<file path="src/mouse_quadrature_iou_assert.svh">
// assertion macros shared by the mouse unit
// both expect clk and rst in scope
`ifndef MOUSE_QUADRATURE_IOU_ASSERT_SVH
`define MOUSE_QUADRATURE_IOU_ASSERT_SVH

// consequent checked in the same cycle
`define MQI_ASSERT_SAME(label, ante, cons, msg) \
  label: assert property (@(posedge clk) disable iff (rst) (ante) |-> (cons)) \
    else $error(msg);

// consequent checked in the cycle after the antecedent
`define MQI_ASSERT_NEXT(label, ante, cons, msg) \
  label: assert property (@(posedge clk) disable iff (rst) (ante) |=> (cons)) \
    else $error(msg);

`endif

</file>
<file path="src/mqi_pkg.sv">
`timescale 1ns / 1ps
package mqi_pkg;

  localparam int PHASE_W     = 7;
  localparam int CYC_W       = 16;
  localparam int TOTAL_W     = CYC_W + 1;
  localparam int CNT_W       = 16;
  localparam int RECIP_SHIFT = TOTAL_W + PHASE_W;
  localparam int RECIP_W     = RECIP_SHIFT + 1;
  localparam int PROD_W      = TOTAL_W + RECIP_W;

  localparam logic [1:0] FUNC_HOST = 2'd0;
  localparam logic [1:0] FUNC_BUS  = 2'd1;
  localparam logic [1:0] FUNC_ADV  = 2'd2;

  localparam logic [7:0] ADDR_CLR_IRQ  = 8'h48;
  localparam logic [7:0] ADDR_MODE_LO  = 8'h58;
  localparam logic [7:0] ADDR_MODE_HI  = 8'h5F;
  localparam logic [7:0] ADDR_X_LATCH  = 8'h15;
  localparam logic [7:0] ADDR_Y_LATCH  = 8'h17;
  localparam logic [7:0] ADDR_ENABLE   = 8'h40;
  localparam logic [7:0] ADDR_X_EDGE   = 8'h42;
  localparam logic [7:0] ADDR_Y_EDGE   = 8'h43;
  localparam logic [7:0] ADDR_BTN      = 8'h63;
  localparam logic [7:0] ADDR_BTN_ALT  = 8'h6B;
  localparam logic [7:0] ADDR_X_DIR    = 8'h66;
  localparam logic [7:0] ADDR_X_DIR_ALT = 8'h6E;
  localparam logic [7:0] ADDR_Y_DIR    = 8'h67;
  localparam logic [7:0] ADDR_Y_DIR_ALT = 8'h6F;

  // mode switch groups, address bits 2:1
  localparam logic [1:0] MODE_GRP_EN     = 2'b00;
  localparam logic [1:0] MODE_GRP_UNUSED = 2'b01;
  localparam logic [1:0] MODE_GRP_X_EDGE = 2'b10;
  localparam logic [1:0] MODE_GRP_Y_EDGE = 2'b11;

  localparam logic signed [CNT_W+1:0] PEND_MAX = 18'sd32767;
  localparam logic signed [CNT_W+1:0] PEND_MIN = -18'sd32768;

  typedef struct packed {
    logic host_load;
    logic step;
    logic clr_latch;
  } mqi_axis_ctl_t;

  typedef struct packed {
    logic nonzero;
    logic fire;
    logic last_pos;
    logic last_neg;
    logic latch;
  } mqi_axis_stat_t;

endpackage

</file>
<file path="src/mouse_quadrature_iou.sv">
`timescale 1ns / 1ps
// emulated mouse input unit with quadrature outputs
// input channel s_*: one item per handshake, s_tuser carries the function
//   (host position update, bus access, advance cpu cycles)
// output channel m_*: exactly one result item per input item, in order
// host and bus items: from accept through the done state to the output register
// advance items with a nonzero cycle count: the divider captures phase plus
//   elapsed cycles, multiplies by the reciprocal of the scanline length and
//   subtracts back; the scanline count is loaded, then one quadrature step per
//   cycle through both axis units, for at most the elapsed scanlines and
//   stopping once both pending counts are zero; the step state then sees the
//   stepping end and the done state fills the output register
// an advance item with zero cycles takes the short host and bus path
// s_tready is high only while the sequencer is idle
// a finished result sits in the output register; the next item is accepted
//   while it waits, and the sequencer holds the following result until the
//   register is free, so a stalled receiver loses nothing
// reset (rst, synchronous) clears counts, latches, modes, irq and the phase
module mouse_quadrature_iou import mqi_pkg::*; #(
  parameter int SCANLINE_CYCLES = 65
) (
  input  logic        clk,
  input  logic        rst,
  input  logic        s_tvalid,
  output logic        s_tready,
  // host_x, host_y, host_button, reg_addr, is_write, io_disabled, bus_byte,
  // cycle_count
  input  logic [55:0] s_tdata,
  // func
  input  logic [1:0]  s_tuser,
  output logic        m_tvalid,
  input  logic        m_tready,
  // claimed, read_data, irq_out
  output logic [15:0] m_tdata
);

  `include "mouse_quadrature_iou_assert.svh"

  typedef enum logic [1:0] {ST_IDLE, ST_DIV, ST_STEP, ST_DONE} state_t;

  state_t state;

  // input item fields
  logic [1:0]       func;
  logic [7:0]       host_x;
  logic [7:0]       host_y;
  logic             host_button;
  logic [7:0]       reg_addr;
  logic             is_write;
  logic             io_disabled;
  logic [7:0]       bus_byte;
  logic [CYC_W-1:0] cycle_count;

  assign func        = s_tuser;
  assign host_x      = s_tdata[7:0];
  assign host_y      = s_tdata[15:8];
  assign host_button = s_tdata[16];
  assign reg_addr    = s_tdata[24:17];
  assign is_write    = s_tdata[25];
  assign io_disabled = s_tdata[26];
  assign bus_byte    = s_tdata[34:27];
  assign cycle_count = s_tdata[50:35];

  // unit state
  logic               button_down;
  logic               mouse_enabled;
  logic               x_edge_select;
  logic               y_edge_select;
  logic               irq_line;
  logic [PHASE_W-1:0] scan_phase;
  logic [TOTAL_W-1:0] ticks;
  logic               hold_claim;
  logic [7:0]         hold_rd;

  logic in_acc;
  logic is_host;
  logic is_bus;
  logic is_adv;

  assign s_tready = (state == ST_IDLE);
  assign in_acc   = s_tvalid && s_tready;
  assign is_host  = (func == FUNC_HOST);
  assign is_bus   = (func == FUNC_BUS);
  assign is_adv   = (func == FUNC_ADV) && (cycle_count != '0);

  // axis units
  mqi_axis_ctl_t  x_ctl, y_ctl;
  mqi_axis_stat_t x_stat, y_stat;
  logic           axis_step;
  logic           dec_clr_all;

  assign axis_step = (state == ST_STEP) && (ticks != '0) &&
                     (x_stat.nonzero || y_stat.nonzero);

  // latch clear straight from the address keeps the decode out of the axis path
  assign x_ctl = '{host_load: in_acc && is_host, step: axis_step,
                   clr_latch: in_acc && is_bus && (reg_addr == ADDR_CLR_IRQ)};
  assign y_ctl = x_ctl;

  mqi_axis u_axis_x (
    .clk      (clk),
    .rst      (rst),
    .ctl      (x_ctl),
    .host_pos (host_x),
    .enable   (mouse_enabled),
    .edge_sel (x_edge_select),
    .stat     (x_stat)
  );

  mqi_axis u_axis_y (
    .clk      (clk),
    .rst      (rst),
    .ctl      (y_ctl),
    .host_pos (host_y),
    .enable   (mouse_enabled),
    .edge_sel (y_edge_select),
    .stat     (y_stat)
  );

  // scanline divider: phase plus elapsed cycles over the scanline length
  logic               div_done;
  logic [TOTAL_W-1:0] div_quo;
  logic [PHASE_W-1:0] div_rem;
  logic [TOTAL_W-1:0] div_total;

  assign div_total = TOTAL_W'(scan_phase) + TOTAL_W'(cycle_count);

  mqi_divider #(
    .DIVISOR (SCANLINE_CYCLES)
  ) u_divider (
    .clk       (clk),
    .rst       (rst),
    .start     (in_acc && is_adv),
    .dividend  (div_total),
    .done      (div_done),
    .quotient  (div_quo),
    .remainder (div_rem)
  );

  // bus access decode
  logic       dec_claim;
  logic [7:0] dec_rd;
  logic       dec_clr_line;
  logic       dec_mode_wr;
  logic       status_bit;

  always_comb begin
    dec_claim    = 1'b0;
    dec_rd       = bus_byte;
    dec_clr_all  = 1'b0;
    dec_clr_line = 1'b0;
    dec_mode_wr  = 1'b0;
    status_bit   = 1'b0;
    if (reg_addr == ADDR_CLR_IRQ) begin
      dec_claim   = 1'b1;
      dec_clr_all = 1'b1;
    end else if (reg_addr >= ADDR_MODE_LO && reg_addr <= ADDR_MODE_HI && !io_disabled) begin
      // the unused pair (address bits 2:1 = 01) is left unclaimed
      dec_mode_wr = (reg_addr[2:1] != MODE_GRP_UNUSED);
      dec_claim   = dec_mode_wr;
    end else if (!is_write) begin
      dec_claim = 1'b1;
      unique case (reg_addr)
        ADDR_X_LATCH: begin
          status_bit   = x_stat.latch;
          dec_clr_line = 1'b1;
        end
        ADDR_Y_LATCH: begin
          status_bit   = y_stat.latch;
          dec_clr_line = 1'b1;
        end
        ADDR_ENABLE:                   status_bit = mouse_enabled;
        ADDR_X_EDGE:                   status_bit = x_edge_select;
        ADDR_Y_EDGE:                   status_bit = y_edge_select;
        ADDR_BTN, ADDR_BTN_ALT:        status_bit = !button_down;
        ADDR_X_DIR, ADDR_X_DIR_ALT:    status_bit = x_stat.last_pos;
        ADDR_Y_DIR, ADDR_Y_DIR_ALT:    status_bit = y_stat.last_neg;
        default:                       dec_claim  = 1'b0;
      endcase
      if (dec_claim) begin
        dec_rd = {status_bit, bus_byte[6:0]};
      end
    end
  end

  // sequencer, mode bits and output register
  always_ff @(posedge clk) begin
    if (rst) begin
      state         <= ST_IDLE;
      button_down   <= 1'b0;
      mouse_enabled <= 1'b0;
      x_edge_select <= 1'b0;
      y_edge_select <= 1'b0;
      irq_line      <= 1'b0;
      scan_phase    <= '0;
      ticks         <= '0;
      m_tvalid      <= 1'b0;
    end else begin
      if (m_tvalid && m_tready) begin
        m_tvalid <= 1'b0;
      end
      unique case (state)
        ST_IDLE: begin
          if (in_acc) begin
            hold_claim <= is_bus && dec_claim;
            hold_rd    <= is_bus ? dec_rd : 8'h00;
            state      <= is_adv ? ST_DIV : ST_DONE;
            if (is_host) begin
              button_down <= host_button;
            end
            if (is_bus) begin
              if (dec_clr_all || dec_clr_line) begin
                irq_line <= 1'b0;
              end
              if (dec_mode_wr) begin
                unique case (reg_addr[2:1])
                  MODE_GRP_EN:     mouse_enabled <= reg_addr[0];
                  MODE_GRP_X_EDGE: x_edge_select <= reg_addr[0];
                  MODE_GRP_Y_EDGE: y_edge_select <= reg_addr[0];
                  default: ;
                endcase
              end
            end
          end
        end
        ST_DIV: begin
          if (div_done) begin
            scan_phase <= div_rem;
            ticks      <= div_quo;
            state      <= ST_STEP;
          end
        end
        ST_STEP: begin
          // leftover scanlines are dropped once both counts reach zero
          if (axis_step) begin
            ticks <= ticks - TOTAL_W'(1);
            if (x_stat.fire || y_stat.fire) begin
              irq_line <= 1'b1;
            end
          end else begin
            state <= ST_DONE;
          end
        end
        ST_DONE: begin
          if (!m_tvalid || m_tready) begin
            m_tvalid <= 1'b1;
            m_tdata  <= {6'b0, irq_line, hold_rd, hold_claim};
            state    <= ST_IDLE;
          end
        end
        default: state <= ST_IDLE;
      endcase
    end
  end

  `MQI_ASSERT_SAME(a_div_done_in_div, div_done, state == ST_DIV,
    "scanline divide finished outside the divide phase")
  `MQI_ASSERT_NEXT(a_irq_needs_fire,
    !irq_line && !(axis_step && (x_stat.fire || y_stat.fire)), !irq_line,
    "irq line raised without a quadrature edge")
  `MQI_ASSERT_SAME(a_x_latch_enabled, $rose(x_stat.latch), $past(mouse_enabled),
    "x latch set while the mouse was disabled")

endmodule

</file>
<file path="src/mqi_divider.sv">
`timescale 1ns / 1ps
module mqi_divider import mqi_pkg::*; #(
  parameter int DIVISOR = 65
) (
  input  logic               clk,
  input  logic               rst,
  input  logic               start,
  input  logic [TOTAL_W-1:0] dividend,
  output logic               done,
  output logic [TOTAL_W-1:0] quotient,
  output logic [PHASE_W-1:0] remainder
);

  // rounded-up reciprocal, exact for every dividend below 2**TOTAL_W
  localparam logic [RECIP_W-1:0] RECIP =
    RECIP_W'(((1 << RECIP_SHIFT) + DIVISOR - 1) / DIVISOR);
  localparam logic [TOTAL_W-1:0] DIV_VAL = TOTAL_W'(DIVISOR);

  logic               mul_stage;
  logic               sub_stage;
  logic [TOTAL_W-1:0] num;
  logic [TOTAL_W-1:0] quo;
  logic [PHASE_W-1:0] rem;
  logic [PROD_W-1:0]  prod;
  logic [TOTAL_W-1:0] rem_full;

  // registered steps in order: capture, reciprocal multiply, subtract back
  assign prod     = PROD_W'(num) * PROD_W'(RECIP);
  assign rem_full = num - quo * DIV_VAL;

  always_ff @(posedge clk) begin
    if (rst) begin
      mul_stage <= 1'b0;
      sub_stage <= 1'b0;
      done      <= 1'b0;
    end else begin
      mul_stage <= start;
      sub_stage <= mul_stage;
      done      <= sub_stage;
    end
  end

  always_ff @(posedge clk) begin
    if (start) begin
      num <= dividend;
    end
    if (mul_stage) begin
      quo <= prod[RECIP_SHIFT +: TOTAL_W];
    end
    if (sub_stage) begin
      rem <= rem_full[PHASE_W-1:0];
    end
  end

  assign quotient  = quo;
  assign remainder = rem;

endmodule

</file>
<file path="src/mqi_axis.sv">
`timescale 1ns / 1ps
module mqi_axis import mqi_pkg::*; (
  input  logic           clk,
  input  logic           rst,
  input  mqi_axis_ctl_t  ctl,
  input  logic [7:0]     host_pos,
  input  logic           enable,
  input  logic           edge_sel,
  output mqi_axis_stat_t stat
);

  logic [7:0]              last_host;
  logic signed [CNT_W-1:0] pending;
  logic                    phase_bit;
  logic                    last_pos;
  logic                    last_neg;
  logic                    latch;

  logic signed [9:0]       diff;
  logic signed [9:0]       delta;
  logic signed [CNT_W+1:0] sum;
  logic signed [CNT_W-1:0] pending_next;
  logic                    nonzero;
  logic                    fire;

  // wrapped host delta, +128 kept positive
  always_comb begin
    diff = $signed({2'b00, host_pos}) - $signed({2'b00, last_host});
    if (diff > 10'sd128) begin
      delta = diff - 10'sd256;
    end else if (diff < -10'sd128) begin
      delta = diff + 10'sd256;
    end else begin
      delta = diff;
    end
    sum = {{2{pending[CNT_W-1]}}, pending} + {{(CNT_W - 8){delta[9]}}, delta};
    if (sum > PEND_MAX) begin
      pending_next = PEND_MAX[CNT_W-1:0];
    end else if (sum < PEND_MIN) begin
      pending_next = PEND_MIN[CNT_W-1:0];
    end else begin
      pending_next = sum[CNT_W-1:0];
    end
  end

  assign nonzero = (pending != '0);
  assign fire    = ctl.step && nonzero && enable && (phase_bit == edge_sel);

  always_ff @(posedge clk) begin
    if (rst) begin
      last_host <= '0;
      pending   <= '0;
      phase_bit <= 1'b0;
      last_pos  <= 1'b0;
      last_neg  <= 1'b0;
      latch     <= 1'b0;
    end else begin
      if (ctl.host_load) begin
        last_host <= host_pos;
        pending   <= pending_next;
      end
      if (ctl.step && nonzero) begin
        last_pos  <= !pending[CNT_W-1];
        last_neg  <= pending[CNT_W-1];
        pending   <= pending[CNT_W-1] ? pending + CNT_W'(1) : pending - CNT_W'(1);
        phase_bit <= !phase_bit;
      end
      if (fire) begin
        latch <= 1'b1;
      end else if (ctl.clr_latch) begin
        latch <= 1'b0;
      end
    end
  end

  assign stat = '{nonzero: nonzero, fire: fire, last_pos: last_pos,
                  last_neg: last_neg, latch: latch};

endmodule

</file>
<file path="config.mk">
export PLATFORM = sky130hd
export DESIGN_NAME = mouse_quadrature_iou
export DESIGN_NICKNAME = d
export VERILOG_FILES = /design/src/mqi_pkg.sv /design/src/mouse_quadrature_iou.sv /design/src/mqi_divider.sv /design/src/mqi_axis.sv
export VERILOG_INCLUDE_DIRS = /design/src /design/src/src
export SDC_FILE = /design/constraint.sdc
export NUM_CORES = 1
export LEC_CHECK = 0
export BUFFER_PORTS_ARGS = -buffer_cell sky130_fd_sc_hd__buf_2
export CORE_ASPECT_RATIO = 1.1
export CORE_MARGIN = 2
export CORE_UTILIZATION = 55
export CTS_BUF_LIST = sky130_fd_sc_hd__clkbuf_8
export DETAILED_ROUTE_END_ITERATION = 10
export PLACE_DENSITY = 0.73
export SYNTH_ARGS = -nofsm -noshare
export SYNTH_HDL_FRONTEND = slang
export SYNTH_SLANG_ARGS = --single-unit
</file>
<file path="constraint.sdc">
create_clock -name clk -period 11.95 [get_ports clk]
set_clock_uncertainty 0.05 [all_clocks]
set_input_delay 2.39 -clock clk [delete_from_list [all_inputs] [get_ports clk]]
set_output_delay 2.39 -clock clk [all_outputs]
set_load 0.02 [all_outputs]
</file>
# [Word-level counts from Yosys, hierarchy flattened]
# Cells that the tools add are included.
[totals] regBits=143 input_bits=62 out_inout_bits=18 wordCells=196
[classes] add_sub_neg=15 n_mul=2 n_lt_le_gt_ge=10 eq_ne=30 mux=54 bitwise=1 reduce_logical=56
[ops] cell="$mux W16" count=10
[ops] cell="$eq A8 B7 Y1 const B" count=10
[ops] cell="$reduce_bool A16 Y1" count=3
[ops] cell="$mux W10" count=4
[ops] cell="$gt A18 B16 Y1 const B" count=2
[ops] cell="$lt A18 B16 Y1 const B" count=2
[ops] cell="$add A16 B10 Y17" count=2
[ops] cell="$mux W17" count=2
[ops] cell="$pmux W17 S2" count=1
[ops] cell="$add A16 B2 Y16 const B" count=2
[ops] cell="$mux W8" count=4
[ops] cell="$sub A16 B2 Y16 const B" count=2
[ops] cell="$mul A17 B12 Y29 const B" count=1
[ops] cell="$mux W1" count=25
[ops] cell="$add A10 B10 Y10 const B" count=2
[ops] cell="$gt A10 B9 Y1 const B" count=2
[ops] cell="$lt A10 B8 Y1 const B" count=2
[ops] cell="$sub A10 B10 Y10 const B" count=2
[ops] cell="$logic_and A1 B1 Y1" count=18
[ops] cell="$sub A8 B8 Y9" count=2
[ops] cell="$add A7 B16 Y17" count=1
[ops] cell="$reduce_bool A17 Y1" count=1
[ops] cell="$sub A17 B1 Y17 const B" count=1
[ops] cell="$eq A8 B5 Y1 const B" count=2
[ops] cell="other kinds (25)" count=65

# [Depth between registers and ports, before layout]
[logic_depth] word_depth=11 mapped_depth=22 ltp_nobuf=21

# [Modules after synthesis]
# Synthesis repeated with hierarchy kept, for this count alone.
[hier_totals] cells_unflattened=1512 area_unflattened_um2=13792.0
[modules_own_cells] module="mqi_axis" instances=2 cells_per_inst=374 area_each_um2=3027.9 seq_area_each_um2=560.5
[modules_own_cells] module="mqi_divider" instances=1 cells_per_inst=384 area_each_um2=4419.2 seq_area_each_um2=1111.1
[modules_own_cells] module="mouse_quadrature_iou" instances=1 cells_per_inst=380 area_each_um2=3316.9 seq_area_each_um2=1211.2

# [Worst setup path after synthesis]
# OpenSTA, ideal clock, no wires.
[synth_path] path_kind="input to register" startpoint="input s_tdata[0]" endpoint="register u_axis_x.pending[1]" setup_ps=116 t_arrival_ps=6531 required_time_ps=11784 setup_slack_ps=5254 stages=17 n_path_buf=0 cell_sequence="inv_1 -> ha_1 -> inv_1 -> fa_1 -> or4_1 -> or3_1 -> nor3_1 -> nor3_1 -> ha_1 -> o21a_1 -> nor2_1 -> and3b_1 -> a221o_1 -> a311oi_2 -> nor2_2 -> maj3_1 -> a31o_1"
[synth_via] elab_chain_cells=10 elab_cells_between_ends=14 classes_between="add/sub: 4; order compare: 4; mux: 6"
[synth_lines] item="from (decl)" line_no="mouse_quadrature_iou.sv:28" text="input logic [55:0] s_tdata,"
[synth_lines] item="$sub A8 B8 Y9 (*)" line_no="mqi_axis.sv:28" text="diff = $signed({2'b00, host_pos}) - $signed({2'b00, last_host});"
[synth_lines] item="$add A10 B10 Y10 or $lt A10 B8 Y1 (tied branches)" line_no="mqi_axis.sv:32, mqi_axis.sv:31"
[synth_lines] item="$mux W10" line_no="mqi_axis.sv:31" text="end else if (diff < -10'sd128) begin"
[synth_lines] item="$mux W10 (*)" line_no="mqi_axis.sv:29" text="if (diff > 10'sd128) begin"
[synth_lines] item="$add A16 B10 Y17 (*)" line_no="mqi_axis.sv:36" text="sum = {{2{pending[CNT_W-1]}}, pending} + {{(CNT_W - 8){delta[9]}}, delta};"
[synth_lines] item="$lt A18 B16 Y1" line_no="mqi_axis.sv:39" text="end else if (sum < PEND_MIN) begin"
[synth_lines] item="$mux W16" line_no="mqi_axis.sv:39"
[synth_lines] item="$mux W16 (*)" line_no="mqi_axis.sv:37" text="if (sum > PEND_MAX) begin"
[synth_lines] item="$mux W16 (*)" line_no="mqi_axis.sv:58" text="if (ctl.host_load) begin"
[synth_lines] item="$mux W16 (*)" line_no="mqi_axis.sv:62" text="if (ctl.step && nonzero) begin"
[synth_lines] item="to (signal assigned)" line_no="mqi_axis.sv:60" text="pending <= pending_next;"
[synth_lines] item="to (signal assigned)" line_no="mqi_axis.sv:65" text="pending <= pending[CNT_W-1] ? pending + CNT_W'(1) : pending - CNT_W'(1);"
[synth_lines] item="to (decl)" line_no="mqi_axis.sv:13" text="logic signed [CNT_W-1:0] pending;"
# Every way passes the cells marked *; elsewhere a longest branch is shown, timed or not. The select of a mux whose other input is x is not followed.
# A chain may end at the register's enable or synchronous reset.

# [Final worst setup path]
[layout_path] startpoint="input s_tdata[0]" endpoint="register u_axis_x.pending[11]"
# The elaborated chain is that of the path after synthesis.

==> results.toml <==
[clock_tree]
clk-insertion-delay-late_ns = 0.47
clock_slew_at_reported_path_ffs_ns = 0.09
cts_setup_buffers = 0
htree_levels = 4
cts_hold_buffers = 0
cts-resized-gates = 0
cts_buffers = 17
cts.sink_count = 143
cts_tree = "yes"
clock-root-buffer = "clkbuf_8"
max-clock-path-buffers = 2

[routing]
via_count = 10300
met1_layer_wirelength_in_the_final_routing_um = 12200
detailroute.wirelength.met3_um = 822
wl_met2_um = 14400
dr.max_layer_used = "met5"
drt_iter0_markers = 640
routed_via_density = 5.80
pre_antenna_drt_iters = 6
drc_errors = 0
postRouteWirelength_um = 27900
route.antenna.remaining_nets = 0
avgRoutedWirePerCell_um = 15.7

[final_layout]
post_route_standard_cell_area_excluding_fillers_mm2 = 0.0136
post_route_cells_drive_above_1_share_pct = 8.75
nets = 1753
register_area_mm2 = 0.00340
area.growth.synth_to_final_pct = 8.35
fillerInstances = 2006
multi_input_area_mm2 = 0.00857
num_antenna_cells = 0

[timing]
grt_setup_unrepaired = "no"
timing.final.setup_violations = 0
final.period_utilization_pct = 63.2
final_period_minus_worst_setup_slack_ns = 7.55
timing_hold_violations_final = 0
totalNegativeSetupSlack_ns = 0
measured_slew_at_the_worst_slew_check_pin_ns = 0.974
clock.fmax_ghz = 0.132
max_slew_margin_pct = 34.6
slew_viol_final = 0

[yosys]
postSynthRegisterBits = 143
syn_avg_cell_area_um2 = 8.96
synth.lib_cells_used.distinct = 77
post_synthesis_instance_total = 1404
post_synth_edffs = 54
synth_warnings = 0
synth-seq-area-share_pct = 27.1
asyncSetResetFlopFracSynth_pct = 0
post_synth_instance_area_mm2 = 0.0126
synth_top_flop_cell = "dfxtp_1"

[placement]
dp_hpwl_um = 21700
portBuffers = 68
place_congestion = 0.903
standard_cell_area_after_detailed_placement_mm2 = 0.0132

[pwr]
ir_worst_vdd_mv = 0.283
power.share.combinational_pct = 65.2
p_switching_mw = 1.51
power.share.sequential_pct = 22.1
power_report.internal_total_mw = 1.79
power.static_leakage_nw = 5.83
switching_share_pct = 45.8
design_power_total_mw = 3.30
power_dens_cells_mw_per_mm2 = 242
share_clk_of_total_power_pct = 12.7

[global_routing]
grt_antenna_before_repair = 1
grt_start_max_net_pins = 48
via_count_of_the_first_global_routing_pass = 10100
wire_length_of_the_first_global_routing_pass_um = 47500
grt_remaining_overflow = 0
gr-usage-all-layers_pct = 24.0

[hold_path]
hp-class = "reg2reg"
hp-start = "hold_rd[0]"

[setup_path]
timing.critical_path.to_type = "flip-flop"
cpMaxStageDelayCell = "a21boi_1"
path_buf_inv = 3
cpPeakStageDelay_ns = 0.78
required_ns = 12.17
worst_setup_path_startpoint = "s_tdata[0]"
worstPathCellList = "buf_2 > inv_1 > ha_1 > inv_1 > fa_1 > nand2_1 > nand2_1 > a21oi_1 > o21ai_1 > a21oi_1 > xnor2_1 > nor3_1 > nor3_1 > ha_1 > o21a_1 > nor2_1 > and3b_1 > a221o_1 > a311oi_2 > nor2_2 > a21boi_1 > a2111oi_0"
crit_path_start_kind = "input port"
timing.critical_path.max_delay_family = "compound AO/OA/AOI/OAI gates"
critPathKind = "in2reg"
worstPathArrival_ns = 7.77
crit_fanout = 16
rr_startpoint = "u_axis_x.last_host[0]"

[floorplanning]
std_cell_rows = 58
design.die.area_mm2 = 0.0241
die_x_um = 148
fp.coreArea_mm2 = 0.0226
initial_core_util_pct = 55.5
i_o_pins = 80
dieHeight_um = 163

[status]
run_status = "complete, no violations"

[run]
maxCapViolations = 0
## logic make-up (layout without fill, tap and decap cells)
kind of cell               count (synthesis)  in the layout  synth area share [%]
and+or+nand+nor                          408            408                  15.5
AOI/OAI and AO/OA                        370            370                  19.2
adders and majority gates                230            230                  26.6
buffers and inverters                    160            226                  5.05
DFF                                      143            143                  27.1
xor gates and xnor gates                  85             85                  5.92
muxes                                      7              7                 0.567
other                                      1              6                0.0298
## final cells by class
cell class | instances | area share [%]
clock buffers | 17 | 1.72
multi-input cells | 1106 | 62.9
repair buffers | 80 | 3.16
well taps | 300 | 2.75
flip-flops and latches | 143 | 25.0
clock inverters | 15 | 1.35
inverters | 114 | 3.15
## state kept, by name, indices dropped and copies added (netlist names), 2 cells and up
register and count:
u_axis_y.pending 16, u_divider.quotient 11, scan_phase 7, hold_rd 8, u_axis_x.pending 16, u_axis_y.last_host 8, ticks 17, m_tdata 10
u_divider.num 17, state 2, u_divider.remainder 7, u_axis_x.last_host 8
## power by group through the flow
stage          clock network [mW]  logic (mW)  registers [mW]
6_report                    0.419        2.15           0.728
5_1_grt                     0.450        2.46           0.739
4_1_cts                     0.425        2.15           0.726
2_1_floorplan                   0        1.71           0.709
3_5_place_dp                    0        2.12           0.737
3_3_place_gp                    0        2.06           0.735
## layer usage
metal | vias to the layer above | GRT usage [%]
li1 | 5170 | -
met4 | 2 | 7.01
met1 | 4885 | 29.9
met5 | - | 0
met3 | 40 | 3.39
met2 | 195 | 43.2
## final timing paths
check                         end  slack (ns)  cells past startpoint
max reg2reg  u_axis_x.pending[11]        6.13                     20
min                    m_tdata[1]        0.37                      0
min reg2reg            m_tdata[1]        0.37                      0
max          u_axis_x.pending[11]        4.40                     22
## cells in the mapped netlist (37+ instances only)
cell type | n | share of area, %
a21oi_1 | 109 | 4.3
dfxtp_1 | 89 | 14
edfxtp_1 | 54 | 13
fa_1 | 63 | 10
ha_1 | 166 | 17
inv_1 | 109 | 3.3
nand2_1 | 108 | 3.2
nor2_1 | 107 | 3.2
nor3_1 | 57 | 2.3
o21ai_1 | 44 | 1.8
xnor2_1 | 48 | 3.3
xor2_1 | 37 | 2.6
## worst reg2reg max path, cell delays in order (launching register included)
cell       delay, ns
dfxtp_1         0.37
ha_1            0.15
inv_1           0.05
fa_1            0.40
nand2_1         0.09
nand2_1         0.05
a21oi_1         0.21
o21ai_1         0.08
a21oi_1         0.17
xnor2_1         0.17
nor3_1          0.10
nor3_1          0.72
ha_1            0.41
o21a_1          0.21
nor2_1          0.15
and3b_1         0.20
a221o_1         0.39
a311oi_2        0.40
nor2_2          0.22
a21boi_1        0.78
a2111oi_0       0.27
## stage by stage
step | utilization, % | std cells | hold slack (ns) | worst slack [ns]
6_report | 60.2 | 1775 | 0.371 | 4.40
4_1_cts | 60.2 | 1775 | 0.368 | 4.44
5_1_grt | 60.2 | 1775 | 0.365 | 3.85
2_1_floorplan | - | 1409 | 0.350 | 5.25
3_5_place_dp | 58.3 | 1743 | 0.355 | 3.95
3_3_place_gp | 58.3 | 1743 | 0.350 | 4.11
## placed cells by master (no fill, tap or decap), types with 17 or more instances in the layout
master and instances:
ha_1 166, clkbuf_8 17, a21oi_1 109, nand2_1 108, a211oi_1 18, nor2_1 107, nand3_1 28, nor3_1 56
o21a_1 18, buf_2 68, fa_1 63, a2111oi_0 17, dfxtp_1 89, edfxtp_1 54, xor2_1 37, xnor2_1 48
a21o_1 27, o21ai_1 44, inv_1 110, o21ai_0 33
Note: power is estimated with default switching activity, not from simulation.
